<file path="src/sv/crma_pkg.sv">
`default_nettype none

package crma_pkg;

  // Default sizes of the condition table, the mode mask and the channel store.
  localparam int NUM_CONDITIONS_DEF   = 40;
  localparam int NUM_MODES_DEF        = 64;
  localparam int NUM_AUX_CHANNELS_DEF = 16;

  // Fixed field widths.
  localparam int ACTION_W    = 2;
  localparam int ENTRY_W     = 6;
  localparam int MODE_W      = 6;
  localparam int CHAN_W      = 4;
  localparam int STEP_W      = 6;
  localparam int VALUE_W     = 12;
  localparam int MASK_W      = 64;
  localparam int CFG_IDX_W   = 2;
  localparam int CFG_DATA_W  = 12;
  localparam int BASE_W      = 12;
  localparam int WIDTH_W     = 8;
  localparam int PROD_W      = STEP_W + WIDTH_W;
  localparam int BOUND_W     = PROD_W + 1;

  // Register reset values.
  localparam logic [BASE_W-1:0]  RANGE_BASE_RST = BASE_W'(900);
  localparam logic [WIDTH_W-1:0] STEP_WIDTH_RST = WIDTH_W'(25);

  typedef enum logic [ACTION_W-1:0] {
    ACT_WRITE  = 2'd0,
    ACT_UPDATE = 2'd1,
    ACT_EVAL   = 2'd2
  } action_t;

  typedef enum logic [CFG_IDX_W-1:0] {
    CFG_AND_LOGIC  = 2'd0,
    CFG_RANGE_BASE = 2'd1,
    CFG_STEP_WIDTH = 2'd2
  } cfg_reg_t;

  typedef enum logic [2:0] {
    ST_IDLE,
    ST_SCAN,
    ST_DRAIN1,
    ST_DRAIN2,
    ST_FINISH
  } state_t;

  // One stored activation condition.
  typedef struct packed {
    logic [MODE_W-1:0] mode;
    logic [CHAN_W-1:0] chan;
    logic [STEP_W-1:0] start;
    logic [STEP_W-1:0] stop;
  } cond_t;

  // Commands from the controller to the datapath.
  typedef struct packed {
    logic clear;
    logic issue;
    logic load;
  } cmd_t;

  // Status from the datapath to the controller.
  typedef struct packed {
    logic res_block;
  } sts_t;

  // Address width for a store of n entries, at least one bit.
  function automatic int idx_width(input int n);
    return (n > 1) ? $clog2(n) : 1;
  endfunction

endpackage

`default_nettype wire

</file>
<file path="src/sv/crma_ifs.sv">
`default_nettype none

interface crma_item_if;
  logic                          valid;
  logic                          ready;
  logic [crma_pkg::ACTION_W-1:0] action;
  logic [crma_pkg::ENTRY_W-1:0]  entry_index;
  logic [crma_pkg::MODE_W-1:0]   mode_number;
  logic [crma_pkg::CHAN_W-1:0]   aux_channel;
  logic [crma_pkg::STEP_W-1:0]   start_step;
  logic [crma_pkg::STEP_W-1:0]   end_step;
  logic [crma_pkg::VALUE_W-1:0]  channel_value;

  modport source (output valid, action, entry_index, mode_number, aux_channel,
                  start_step, end_step, channel_value, input ready);
  modport sink   (input valid, action, entry_index, mode_number, aux_channel,
                  start_step, end_step, channel_value, output ready);
endinterface

interface crma_result_if;
  logic                        valid;
  logic                        ready;
  logic [crma_pkg::MASK_W-1:0] mode_mask;

  modport source (output valid, mode_mask, input ready);
  modport sink   (input valid, mode_mask, output ready);
endinterface

interface crma_cfg_if;
  logic                            valid;
  logic                            ready;
  logic [crma_pkg::CFG_IDX_W-1:0]  index;
  logic [crma_pkg::CFG_DATA_W-1:0] data;

  modport source (output valid, index, data, input ready);
  modport sink   (input valid, index, data, output ready);
endinterface

`default_nettype wire

</file>
<file path="src/sv/channel_range_mode_activation_top.sv">
`default_nettype none

// Channel   Role    Handshake     Payload
// item      sink    valid/ready   action, entry_index, mode_number, aux_channel,
//                                 start_step, end_step, channel_value
// result    source  valid/ready   mode_mask
// cfg       sink    valid/ready   index, data (and_logic, range_base, step_width)
//
// Write and update beats produce no result.
// An evaluate beat reads the table once per condition entry through the single
// memory read port, then drains through the DRAIN1, DRAIN2 and FINISH states.
// Reset clears the table valid bits and the channel store and returns the registers to their reset values.
// A stalled result holds in the output register; the next beat is still taken,
// and a following evaluate waits in its last cycle until the register frees.
module channel_range_mode_activation_top #(
  parameter int NUM_CONDITIONS   = crma_pkg::NUM_CONDITIONS_DEF,
  parameter int NUM_MODES        = crma_pkg::NUM_MODES_DEF,
  parameter int NUM_AUX_CHANNELS = crma_pkg::NUM_AUX_CHANNELS_DEF
) (
  input  wire logic     clk,
  input  wire logic     rst,
  crma_item_if.sink     item,
  crma_result_if.source result,
  crma_cfg_if.sink      cfg
);
  import crma_pkg::*;

  localparam int IDX_W = idx_width(NUM_CONDITIONS);

  cmd_t             cmd;
  sts_t             sts;
  logic [IDX_W-1:0] rd_addr;
  logic             item_ready;
  logic             item_acc;
  logic             cfg_acc;

  // Configuration writes are always taken; the user must send them only while idle, as the block does not enforce it.
  assign cfg.ready  = 1'b1;
  assign cfg_acc    = cfg.valid;
  assign item.ready = item_ready;
  assign item_acc   = item.valid && item_ready;

  // The controller walks the table once per evaluate beat.
  crma_ctrl #(
    .NUM_CONDITIONS(NUM_CONDITIONS)
  ) u_ctrl (
    .clk        (clk),
    .rst        (rst),
    .item_valid (item.valid),
    .item_action(item.action),
    .item_ready (item_ready),
    .sts        (sts),
    .cmd        (cmd),
    .rd_addr    (rd_addr)
  );

  // The datapath holds the stores and the range test pipeline.
  crma_datapath #(
    .NUM_CONDITIONS  (NUM_CONDITIONS),
    .NUM_MODES       (NUM_MODES),
    .NUM_AUX_CHANNELS(NUM_AUX_CHANNELS)
  ) u_dp (
    .clk          (clk),
    .rst          (rst),
    .item_acc     (item_acc),
    .action       (item.action),
    .entry_index  (item.entry_index),
    .mode_number  (item.mode_number),
    .aux_channel  (item.aux_channel),
    .start_step   (item.start_step),
    .end_step     (item.end_step),
    .channel_value(item.channel_value),
    .cfg_acc      (cfg_acc),
    .cfg_index    (cfg.index),
    .cfg_data     (cfg.data),
    .cmd          (cmd),
    .rd_addr      (rd_addr),
    .sts          (sts),
    .res_valid    (result.valid),
    .res_ready    (result.ready),
    .mode_mask    (result.mode_mask)
  );

endmodule

`default_nettype wire

</file>
<file path="src/sv/crma_ctrl.sv">
`default_nettype none

module crma_ctrl #(
  parameter int NUM_CONDITIONS = crma_pkg::NUM_CONDITIONS_DEF
) (
  input  wire logic                                             clk,
  input  wire logic                                             rst,
  input  wire logic                                             item_valid,
  input  wire logic [crma_pkg::ACTION_W-1:0]                    item_action,
  output logic                                                  item_ready,
  input  wire crma_pkg::sts_t                                   sts,
  output crma_pkg::cmd_t                                        cmd,
  output logic [crma_pkg::idx_width(NUM_CONDITIONS)-1:0]        rd_addr
);
  import crma_pkg::*;

  localparam int IDX_W = idx_width(NUM_CONDITIONS);
  localparam logic [IDX_W-1:0] LAST = IDX_W'(NUM_CONDITIONS - 1);

  state_t           state, state_next;
  logic [IDX_W-1:0] cnt, cnt_next;
  logic             start_eval;

  assign start_eval = item_valid && (item_action == ACT_EVAL);

  always_ff @(posedge clk) begin
    if (rst) begin
      state <= ST_IDLE;
      cnt   <= '0;
    end else begin
      state <= state_next;
      cnt   <= cnt_next;
    end
  end

  always_comb begin
    state_next = state;
    cnt_next   = cnt;
    unique case (state)
      ST_IDLE: begin
        cnt_next = '0;
        if (start_eval) state_next = ST_SCAN;
      end
      ST_SCAN: begin
        if (cnt == LAST) begin
          state_next = ST_DRAIN1;
        end else begin
          cnt_next = cnt + IDX_W'(1);
        end
      end
      ST_DRAIN1: state_next = ST_DRAIN2;
      ST_DRAIN2: state_next = ST_FINISH;
      ST_FINISH: begin
        if (!sts.res_block) state_next = ST_IDLE;
      end
      default: state_next = ST_IDLE;
    endcase
  end

  always_comb begin
    item_ready = 1'b0;
    cmd        = '0;
    rd_addr    = cnt;
    unique case (state)
      ST_IDLE: begin
        item_ready = 1'b1;
        cmd.clear  = start_eval;
      end
      ST_SCAN:   cmd.issue = 1'b1;
      ST_DRAIN1: cmd = '0;
      ST_DRAIN2: cmd = '0;
      ST_FINISH: cmd.load = !sts.res_block;
      default:   cmd = '0;
    endcase
  end

endmodule

`default_nettype wire

</file>
<file path="src/sv/crma_datapath.sv">
`default_nettype none

module crma_datapath #(
  parameter int NUM_CONDITIONS   = crma_pkg::NUM_CONDITIONS_DEF,
  parameter int NUM_MODES        = crma_pkg::NUM_MODES_DEF,
  parameter int NUM_AUX_CHANNELS = crma_pkg::NUM_AUX_CHANNELS_DEF
) (
  input  wire logic                                         clk,
  input  wire logic                                         rst,
  input  wire logic                                         item_acc,
  input  wire logic [crma_pkg::ACTION_W-1:0]                action,
  input  wire logic [crma_pkg::ENTRY_W-1:0]                 entry_index,
  input  wire logic [crma_pkg::MODE_W-1:0]                  mode_number,
  input  wire logic [crma_pkg::CHAN_W-1:0]                  aux_channel,
  input  wire logic [crma_pkg::STEP_W-1:0]                  start_step,
  input  wire logic [crma_pkg::STEP_W-1:0]                  end_step,
  input  wire logic [crma_pkg::VALUE_W-1:0]                 channel_value,
  input  wire logic                                         cfg_acc,
  input  wire logic [crma_pkg::CFG_IDX_W-1:0]               cfg_index,
  input  wire logic [crma_pkg::CFG_DATA_W-1:0]              cfg_data,
  input  wire crma_pkg::cmd_t                               cmd,
  input  wire logic [crma_pkg::idx_width(NUM_CONDITIONS)-1:0] rd_addr,
  output crma_pkg::sts_t                                    sts,
  output logic                                              res_valid,
  input  wire logic                                         res_ready,
  output logic [crma_pkg::MASK_W-1:0]                       mode_mask
);
  import crma_pkg::*;

  localparam int IDX_W = idx_width(NUM_CONDITIONS);
  localparam int CH_W  = idx_width(NUM_AUX_CHANNELS);

  // Configuration registers.
  logic               and_logic;
  logic [BASE_W-1:0]  range_base;
  logic [WIDTH_W-1:0] step_width;

  always_ff @(posedge clk) begin
    if (rst) begin
      and_logic  <= 1'b0;
      range_base <= RANGE_BASE_RST;
      step_width <= STEP_WIDTH_RST;
    end else if (cfg_acc) begin
      unique case (cfg_index)
        CFG_AND_LOGIC:  and_logic  <= cfg_data[0];
        CFG_RANGE_BASE: range_base <= cfg_data[BASE_W-1:0];
        CFG_STEP_WIDTH: step_width <= cfg_data[WIDTH_W-1:0];
        default: ;
      endcase
    end
  end

  // Condition table: memory plus one valid bit per entry.
  cond_t                   cond_mem [NUM_CONDITIONS];
  logic [NUM_CONDITIONS-1:0] cond_vld;
  logic                    wr_cond;
  cond_t                   wr_data;

  assign wr_cond = item_acc && (action == ACT_WRITE) &&
                   ({1'b0, entry_index} < 7'(NUM_CONDITIONS));
  assign wr_data = '{mode: mode_number, chan: aux_channel,
                     start: start_step, stop: end_step};

  always_ff @(posedge clk) begin
    if (wr_cond) cond_mem[entry_index[IDX_W-1:0]] <= wr_data;
  end

  always_ff @(posedge clk) begin
    if (rst) begin
      cond_vld <= '0;
    end else if (wr_cond) begin
      cond_vld[entry_index[IDX_W-1:0]] <= 1'b1;
    end
  end

  // Channel store.
  logic [VALUE_W-1:0] chan_store [NUM_AUX_CHANNELS];
  logic               wr_chan;

  assign wr_chan = item_acc && (action == ACT_UPDATE) &&
                   ({1'b0, aux_channel} < 5'(NUM_AUX_CHANNELS));

  always_ff @(posedge clk) begin
    if (rst) begin
      for (int i = 0; i < NUM_AUX_CHANNELS; i++) chan_store[i] <= '0;
    end else if (wr_chan) begin
      chan_store[aux_channel[CH_W-1:0]] <= channel_value;
    end
  end

  // Stage 1: registered table read.
  cond_t rd_q;
  logic  rd_vld_q;
  logic  s1_v;

  always_ff @(posedge clk) begin
    rd_q     <= cond_mem[rd_addr];
    rd_vld_q <= cond_vld[rd_addr];
  end

  always_ff @(posedge clk) begin
    if (rst) s1_v <= 1'b0;
    else     s1_v <= cmd.issue;
  end

  cond_t cur;
  logic  cur_usable, cur_chan_ok;

  assign cur         = rd_vld_q ? rd_q : '0;
  assign cur_usable  = ({1'b0, cur.mode} < 7'(NUM_MODES)) && (cur.start < cur.stop);
  assign cur_chan_ok = {1'b0, cur.chan} < 5'(NUM_AUX_CHANNELS);

  // Stage 2: range products and channel value.
  logic               s2_v, s2_usable, s2_chan_ok;
  logic [MODE_W-1:0]  s2_mode;
  logic [VALUE_W-1:0] s2_val;
  logic [PROD_W-1:0]  s2_lo_p, s2_hi_p;

  always_ff @(posedge clk) begin
    if (rst) s2_v <= 1'b0;
    else     s2_v <= s1_v;
  end

  always_ff @(posedge clk) begin
    s2_usable  <= cur_usable;
    s2_chan_ok <= cur_chan_ok;
    s2_mode    <= cur.mode;
    s2_val     <= chan_store[cur.chan[CH_W-1:0]];
    s2_lo_p    <= PROD_W'(cur.start) * PROD_W'(step_width);
    s2_hi_p    <= PROD_W'(cur.stop) * PROD_W'(step_width);
  end

  logic [BOUND_W-1:0] lo, hi;
  logic               hit;

  assign lo  = BOUND_W'(range_base) + BOUND_W'(s2_lo_p);
  assign hi  = BOUND_W'(range_base) + BOUND_W'(s2_hi_p);
  assign hit = s2_chan_ok && (BOUND_W'(s2_val) >= lo) && (BOUND_W'(s2_val) < hi);

  // Per-mode summaries: usable, some active, some inactive.
  logic [NUM_MODES-1:0] usable_bits, hit_bits, miss_bits, eval_mask;

  always_ff @(posedge clk) begin
    if (cmd.clear) begin
      usable_bits <= '0;
      hit_bits    <= '0;
      miss_bits   <= '0;
    end else if (s2_v && s2_usable) begin
      for (int m = 0; m < NUM_MODES; m++) begin
        if (s2_mode == MODE_W'(m)) begin
          usable_bits[m] <= 1'b1;
          if (hit) hit_bits[m]  <= 1'b1;
          else     miss_bits[m] <= 1'b1;
        end
      end
    end
  end

  assign eval_mask = and_logic ? (usable_bits & ~miss_bits) : hit_bits;

  // Output register.
  always_ff @(posedge clk) begin
    if (rst) begin
      res_valid <= 1'b0;
    end else if (cmd.load) begin
      res_valid <= 1'b1;
    end else if (res_ready) begin
      res_valid <= 1'b0;
    end
  end

  always_ff @(posedge clk) begin
    if (cmd.load) mode_mask <= MASK_W'(eval_mask);
  end

  assign sts.res_block = res_valid && !res_ready;

endmodule

`default_nettype wire

</file>
<file path="src/flat_wrapper.sv">
// flat-port wrapper written by rule: the top's interface ports become plain ports
module channel_range_mode_activation_top_flat import crma_pkg::*;
#(
  parameter int NUM_CONDITIONS   = crma_pkg::NUM_CONDITIONS_DEF,
  parameter int NUM_MODES        = crma_pkg::NUM_MODES_DEF,
  parameter int NUM_AUX_CHANNELS = crma_pkg::NUM_AUX_CHANNELS_DEF
)
  (clk, rst, item_valid, item_action, item_entry_index, item_mode_number, item_aux_channel, item_start_step, item_end_step, item_channel_value, item_ready, result_valid, result_mode_mask, result_ready, cfg_valid, cfg_index, cfg_data, cfg_ready);
  crma_item_if item_i ();
  crma_result_if result_i ();
  crma_cfg_if cfg_i ();
  input  wire logic clk;
  input  wire logic rst;
  input wire logic [$bits(item_i.valid)-1:0] item_valid;
  input wire logic [$bits(item_i.action)-1:0] item_action;
  input wire logic [$bits(item_i.entry_index)-1:0] item_entry_index;
  input wire logic [$bits(item_i.mode_number)-1:0] item_mode_number;
  input wire logic [$bits(item_i.aux_channel)-1:0] item_aux_channel;
  input wire logic [$bits(item_i.start_step)-1:0] item_start_step;
  input wire logic [$bits(item_i.end_step)-1:0] item_end_step;
  input wire logic [$bits(item_i.channel_value)-1:0] item_channel_value;
  output wire logic [$bits(item_i.ready)-1:0] item_ready;
  output wire logic [$bits(result_i.valid)-1:0] result_valid;
  output wire logic [$bits(result_i.mode_mask)-1:0] result_mode_mask;
  input wire logic [$bits(result_i.ready)-1:0] result_ready;
  input wire logic [$bits(cfg_i.valid)-1:0] cfg_valid;
  input wire logic [$bits(cfg_i.index)-1:0] cfg_index;
  input wire logic [$bits(cfg_i.data)-1:0] cfg_data;
  output wire logic [$bits(cfg_i.ready)-1:0] cfg_ready;
  assign item_i.valid = item_valid;
  assign item_i.action = item_action;
  assign item_i.entry_index = item_entry_index;
  assign item_i.mode_number = item_mode_number;
  assign item_i.aux_channel = item_aux_channel;
  assign item_i.start_step = item_start_step;
  assign item_i.end_step = item_end_step;
  assign item_i.channel_value = item_channel_value;
  assign item_ready = item_i.ready;
  assign result_valid = result_i.valid;
  assign result_mode_mask = result_i.mode_mask;
  assign result_i.ready = result_ready;
  assign cfg_i.valid = cfg_valid;
  assign cfg_i.index = cfg_index;
  assign cfg_i.data = cfg_data;
  assign cfg_ready = cfg_i.ready;
  channel_range_mode_activation_top #(.NUM_CONDITIONS(NUM_CONDITIONS), .NUM_MODES(NUM_MODES), .NUM_AUX_CHANNELS(NUM_AUX_CHANNELS)) u_core (.clk(clk), .rst(rst), .item(item_i), .result(result_i), .cfg(cfg_i));
endmodule
</file>
<file path="config.mk">
export PLATFORM = sky130hd
export DESIGN_NAME = channel_range_mode_activation_top_flat
export DESIGN_NICKNAME = d
export VERILOG_FILES = /design/src/sv/crma_pkg.sv /design/src/sv/crma_ifs.sv /design/src/sv/channel_range_mode_activation_top.sv /design/src/sv/crma_ctrl.sv /design/src/sv/crma_datapath.sv /design/src/flat_wrapper.sv
export SDC_FILE = /design/constraint.sdc
export NUM_CORES = 2
export LEC_CHECK = 0
export BUFFER_PORTS_ARGS = -buffer_cell sky130_fd_sc_hd__buf_2
export CORE_MARGIN = 4
export CORE_UTILIZATION = 63
export CTS_CLUSTER_DIAMETER = 100
export DETAILED_ROUTE_END_ITERATION = 10
export GPL_TIMING_DRIVEN = 0
export PLACE_DENSITY = 0.89
export SLEW_MARGIN = 20
export SYNTH_ARGS = -nofsm -noshare
export SYNTH_HDL_FRONTEND = slang
export SYNTH_SLANG_ARGS = --single-unit
</file>
<file path="constraint.sdc">
create_clock -name clk -period 5 [get_ports clk]
set_input_delay 1.5 -clock clk [delete_from_list [all_inputs] [get_ports clk]]
set_output_delay 1.5 -clock clk [all_outputs]
set_load 0.005 [all_outputs]
</file>
==> implementation parameters <==
Parameter                              Value

Cells and area
  Synthesis-to-finish area growth ... 13.3%
  Share of the core filled with cells ... 72.1%
  Fraction of layout cells with a size suffix above 1 ... 18.8%
  Number of nets in the final layout ... 4,527

Setup path
  Dominant delay contributor by cell family on the critical path ... compound AO/OA/AOI/OAI gates
  Req. time, crit path ... 5.62 ns
  Maximum fanout count along the critical path ... 10
  Buf+Inv Stages, Crit Path ... 3
  Critical path capture point type ... register
  R2R setup slack ... 0.07 ns
  Cells on worst reg2reg path ... 20
  CP Data Arrival Time ... 5.55 ns
  Worst r2r dst ... u_core.u_dp.hit_bits[24]$_SDFFE_PP0P_
  Worst setup path class ... register to register
  Library cell contributing the largest single delay on the critical path ... clkbuf_1
  Critical Path Sink ... u_core.u_dp.hit_bits[24]$_SDFFE_PP0P_
  Startpoint of the most critical setup path ... u_core.u_dp.range_base[0]$_SDFFE_PP0P_
  Cells traversed along the worst timing path ... ha_1 > inv_1 > fa_1 > nand2b_1 > a21oi_1 > o21a_1 > o21ai_0 > nand2b_1 > a21oi_1 > xor2_1 > ha_1 > nor2_1 > o21ai_0 > o211a_1 > o21a_1 > o31a_1 > o2111ai_1 > clkbuf_1 > clkbuf_1 > o31ai_1
  Stage delay of the slowest cell on the critical path ... 0.59 ns
  Setup crit start kind ... register
  R2R Path Start ... u_core.u_dp.range_base[0]$_SDFFE_PP0P_
  Critical Path Stages ... 20

Yosys
  Syn Nets ... 4,214
  Syn avg cell area ... 15.4 sq um
  Netlist area before placement ... 61,600 sq um
  Count of cell types in the netlist ... 68
  Share of async-settable or async-resettable flops after synthesis ... 0%
  Register area share after synthesis ... 66.3%
  Count of flip-flops with a built-in enable after synthesis ... 1,136
  Post-Syn Instances ... 4,004
  Synth Warn # ... 0
  Dominant synthesized flop cell ... edfxtp_1
  Count of state elements after synthesis ... 1,471

STA
  Highest attainable clock frequency ... 0.203 GHz
  Clock skew after layout ... 0.0381 ns
  Min setup slack post-route ... 0.0712 ns
  Final-report max-slew violation count ... 0
  Worst slew margin relative to its limit ... 8.99%
  Setup repair after global routing missed its margin ... true
  Worst slew pin tran ... 1.36 ns
  Final clock period utilization by the worst path ... 98.6%
  Final hold violations ... 0
  Final worst path period need ... 4.93 ns
  Setup-violating endpoint count in the final report ... 0

Routing
  Aggregate routed wire length ... 173 mm
  Vias per Instance ... 6.80
  First-pass iteration count of the detailed router ... 9
  Antenna-violating nets left ... 0
  Total number of vias ... 38.8k
  WL per Instance ... 30.2 um
  Number of remaining DRC errors ... 0
  First DRT Iteration DRCs ... 5,375

Clock network
  # Post-CTS Setup Buffers ... 0
  CTS hold repair buffers ... 0
  Clk Latency, worst-skew pair ... 0.78 ns
  H-tree levels ... 4
  Post-CTS Resized ... 2
  Clk sink count ... 1,471
  CTS clk-pin slew, worst paths ... 0.06 ns
  Clock buffer depth ... 3
  CTS tree ... yes
  Library cell used as clock root buffer ... clkbuf_16
  Cts bufs inserted ... 143

Place
  Weighted congestion reported at the end of routability-driven placement ... 0.931
  Port bufs ... 126
  Post-DP HPWL ... 109 mm
  Worst slack after detailed placement ... -0.146 ns

Die
  Number of core rows ... 114
  Die width ... 321 um
  Core Box Area ... 96,900 sq um
  Vertical extent of the die ... 321 um
  Area of the die ... 103,000 sq um
  Starting Density ... 63.6%
  Number of top-level pins ... 128

Global routing
  Wire length of the first global-routing pass ... 253 mm
  Global-route track usage on met1 ... 40.6%
  Number of antenna violations at the first check in global routing ... 9
  Routing usage on met2 ... 56.0%
  Global-route usage over all layers ... 33.7%
  GRT overflow ... 0
  Most congested layer reported by global routing ... met2
  Pin count of the biggest net entering global routing ... 48
  Via count of the first global-routing pass ... 38.8k
  Global-route track usage on met3 ... 8.91%

Pwr
  Total design power ... 25.7 mW
  Max IR drop VDD ... 0.432 mV
  Power per cell area ... 368 nW/um^2
  Reported leakage power ... 23.9 nW

Worst hold path
  Class of the tightest hold or removal check ... register to register

Status
  Result of the run ... complete, no violations

Flow run
  Max-capacitance violation count ... 0
layout by cell type, fill, tap and decap left out, drive strengths merged, types with 8 or more instances in the layout:
master,count
edfxtp,1136
clkbuf,374
dfxtp,335
mux4,276
buf,232
nor2,220
nand2,211
and2,206
inv,157
o21a,132
a21oi,123
o21ai,110
ha,97
nand3b,81
and3,76
o31ai,65
o31a,65
mux2i,57
fa,52
mux2,49
clkinv,49
nor2b,35
nand3,33
a211oi,25
xor2,23
or2,19
xnor2,16
nand2b,15
nor3,14
nand4,13
a221o,12
a22o,12
a22oi,12
a32o,12
a21o,11
o21ba,10
bufinv,8
logic make-up after synthesis:
logic type	share of synthesized area [%]
xor+xnor	0.554
fa+ha+maj	3.66
buf+inv	2.64
compound gates	7.06
mux	11.9
simple gates	7.92
other cells	0.00609
flops	66.3
report_power, final:
group          total [mW]  internal [mW]  switching [mW]  leakage [nW]
Clock                10.8           6.13            4.71          2.29
Combinational        1.54          0.549           0.986          8.46
Sequential           13.3           13.2          0.0687          13.2
Total                25.7           19.9            5.77          23.9
synth_stat cells, drive strengths merged (5+ instances only):
| master | number | area share, % |
|---|---|---|
| nand4 | 13 | 0.13 |
| mux4 | 276 | 10 |
| fa | 52 | 1.7 |
| o31ai | 65 | 0.79 |
| mux2 | 49 | 0.90 |
| or2 | 19 | 0.19 |
| nand2 | 211 | 1.3 |
| nor2 | 220 | 1.3 |
| a221o | 12 | 0.19 |
| nand2b | 15 | 0.15 |
| o21ai | 110 | 0.89 |
| xor2 | 23 | 0.33 |
| a21oi | 123 | 1.0 |
| nand3 | 33 | 0.27 |
| a221oi | 5 | 0.091 |
| xnor2 | 16 | 0.23 |
| ha | 97 | 2.0 |
| dfxtp | 335 | 11 |
| mux2i | 57 | 0.93 |
| nor2b | 35 | 0.36 |
| buf | 64 | 0.62 |
| edfxtp | 1136 | 55 |
| o31a | 65 | 0.92 |
| o21ba | 10 | 0.16 |
| nor3 | 14 | 0.12 |
| inv | 151 | 0.92 |
| and3 | 76 | 0.77 |
| a32o | 12 | 0.19 |
| and2 | 206 | 2.1 |
| a21o | 11 | 0.13 |
| o21a | 132 | 1.6 |
| clkbuf | 181 | 1.1 |
| o21bai | 6 | 0.073 |
| nand3b | 81 | 0.99 |
| a22o | 12 | 0.17 |
| a211oi | 25 | 0.30 |
| a22oi | 12 | 0.15 |
per-stage QoR:
step           setup TNS, ns  cells  hold WS (ns)  cell area (sq um)
3_3_place_gp          -87.42   5406         0.415              63800
6_report                   0   5710         0.437              69800
2_1_floorplan              0   4004         0.412              61600
5_1_grt                -3.05   5708         0.456              69800
4_1_cts                    0   5707         0.441              69800
3_5_place_dp          -0.468   5448         0.425              65100
cell type report:
class                   instances  area [sq um]
repair buffers                168          1600
inverters                     151           567
clock buffers                 193          4050
clock inverters                66           626
flip-flops and latches       1471         40800
fillers                      5503         27000
well taps                    1276          1600
multi-input cells            2137         19500
plain buffers                 245          1070
diodes                          3          7.51
routing by layer:
layer | vias to the layer above | wire length (um) | share of wire, %
met5 | - | 45 | 0.026
met4 | 6 | 11500 | 6.6
met3 | 753 | 20100 | 12
met2 | 3179 | 84400 | 49
met1 | 19000 | 56600 | 33
li1 | 15800 | - | -
worst min-delay path by stage:
stage	end	slack, ns	startpoint	depth (start not counted)
3_3_place_gp	u_core.u_dp.s2_mode[5]$_SDFF_PN0_	0.41	u_core.u_dp.rd_q[21]$_DFF_P_	1
5_1_grt	u_core.u_dp.s2_mode[2]$_SDFF_PN0_	0.46	u_core.u_dp.rd_q[18]$_DFF_P_	1
2_1_floorplan	u_core.u_dp.s2_mode[0]$_SDFF_PN0_	0.41	u_core.u_dp.rd_q[16]$_DFF_P_	1
4_1_cts	u_core.u_dp.s2_mode[2]$_SDFF_PN0_	0.44	u_core.u_dp.rd_q[18]$_DFF_P_	1
6_report	u_core.u_dp.s2_mode[2]$_SDFF_PN0_	0.44	u_core.u_dp.rd_q[18]$_DFF_P_	1
3_5_place_dp	u_core.u_dp.s2_mode[0]$_SDFF_PN0_	0.43	u_core.u_dp.rd_q[16]$_DFF_P_	1
sequential cells by signal (all words and copies together) (netlist names), 8 cells and up:
register and count:
u_core.u_dp.hit_bits 64, u_core.u_dp.range_base 12, u_core.u_dp.step_width 8, u_core.u_dp.usable_bits 64, u_core.u_dp.chan_store 192, u_core.u_dp.s2_lo_p 14, u_core.u_dp.rd_q 22, u_core.u_dp.s2_val 12
u_core.u_dp.s2_hi_p 14, u_core.u_dp.cond_mem 880, u_core.u_dp.cond_vld 40, u_core.u_dp.miss_bits 64, u_core.u_dp.mode_mask 64
Note: power is estimated with default switching activity, not from simulation.
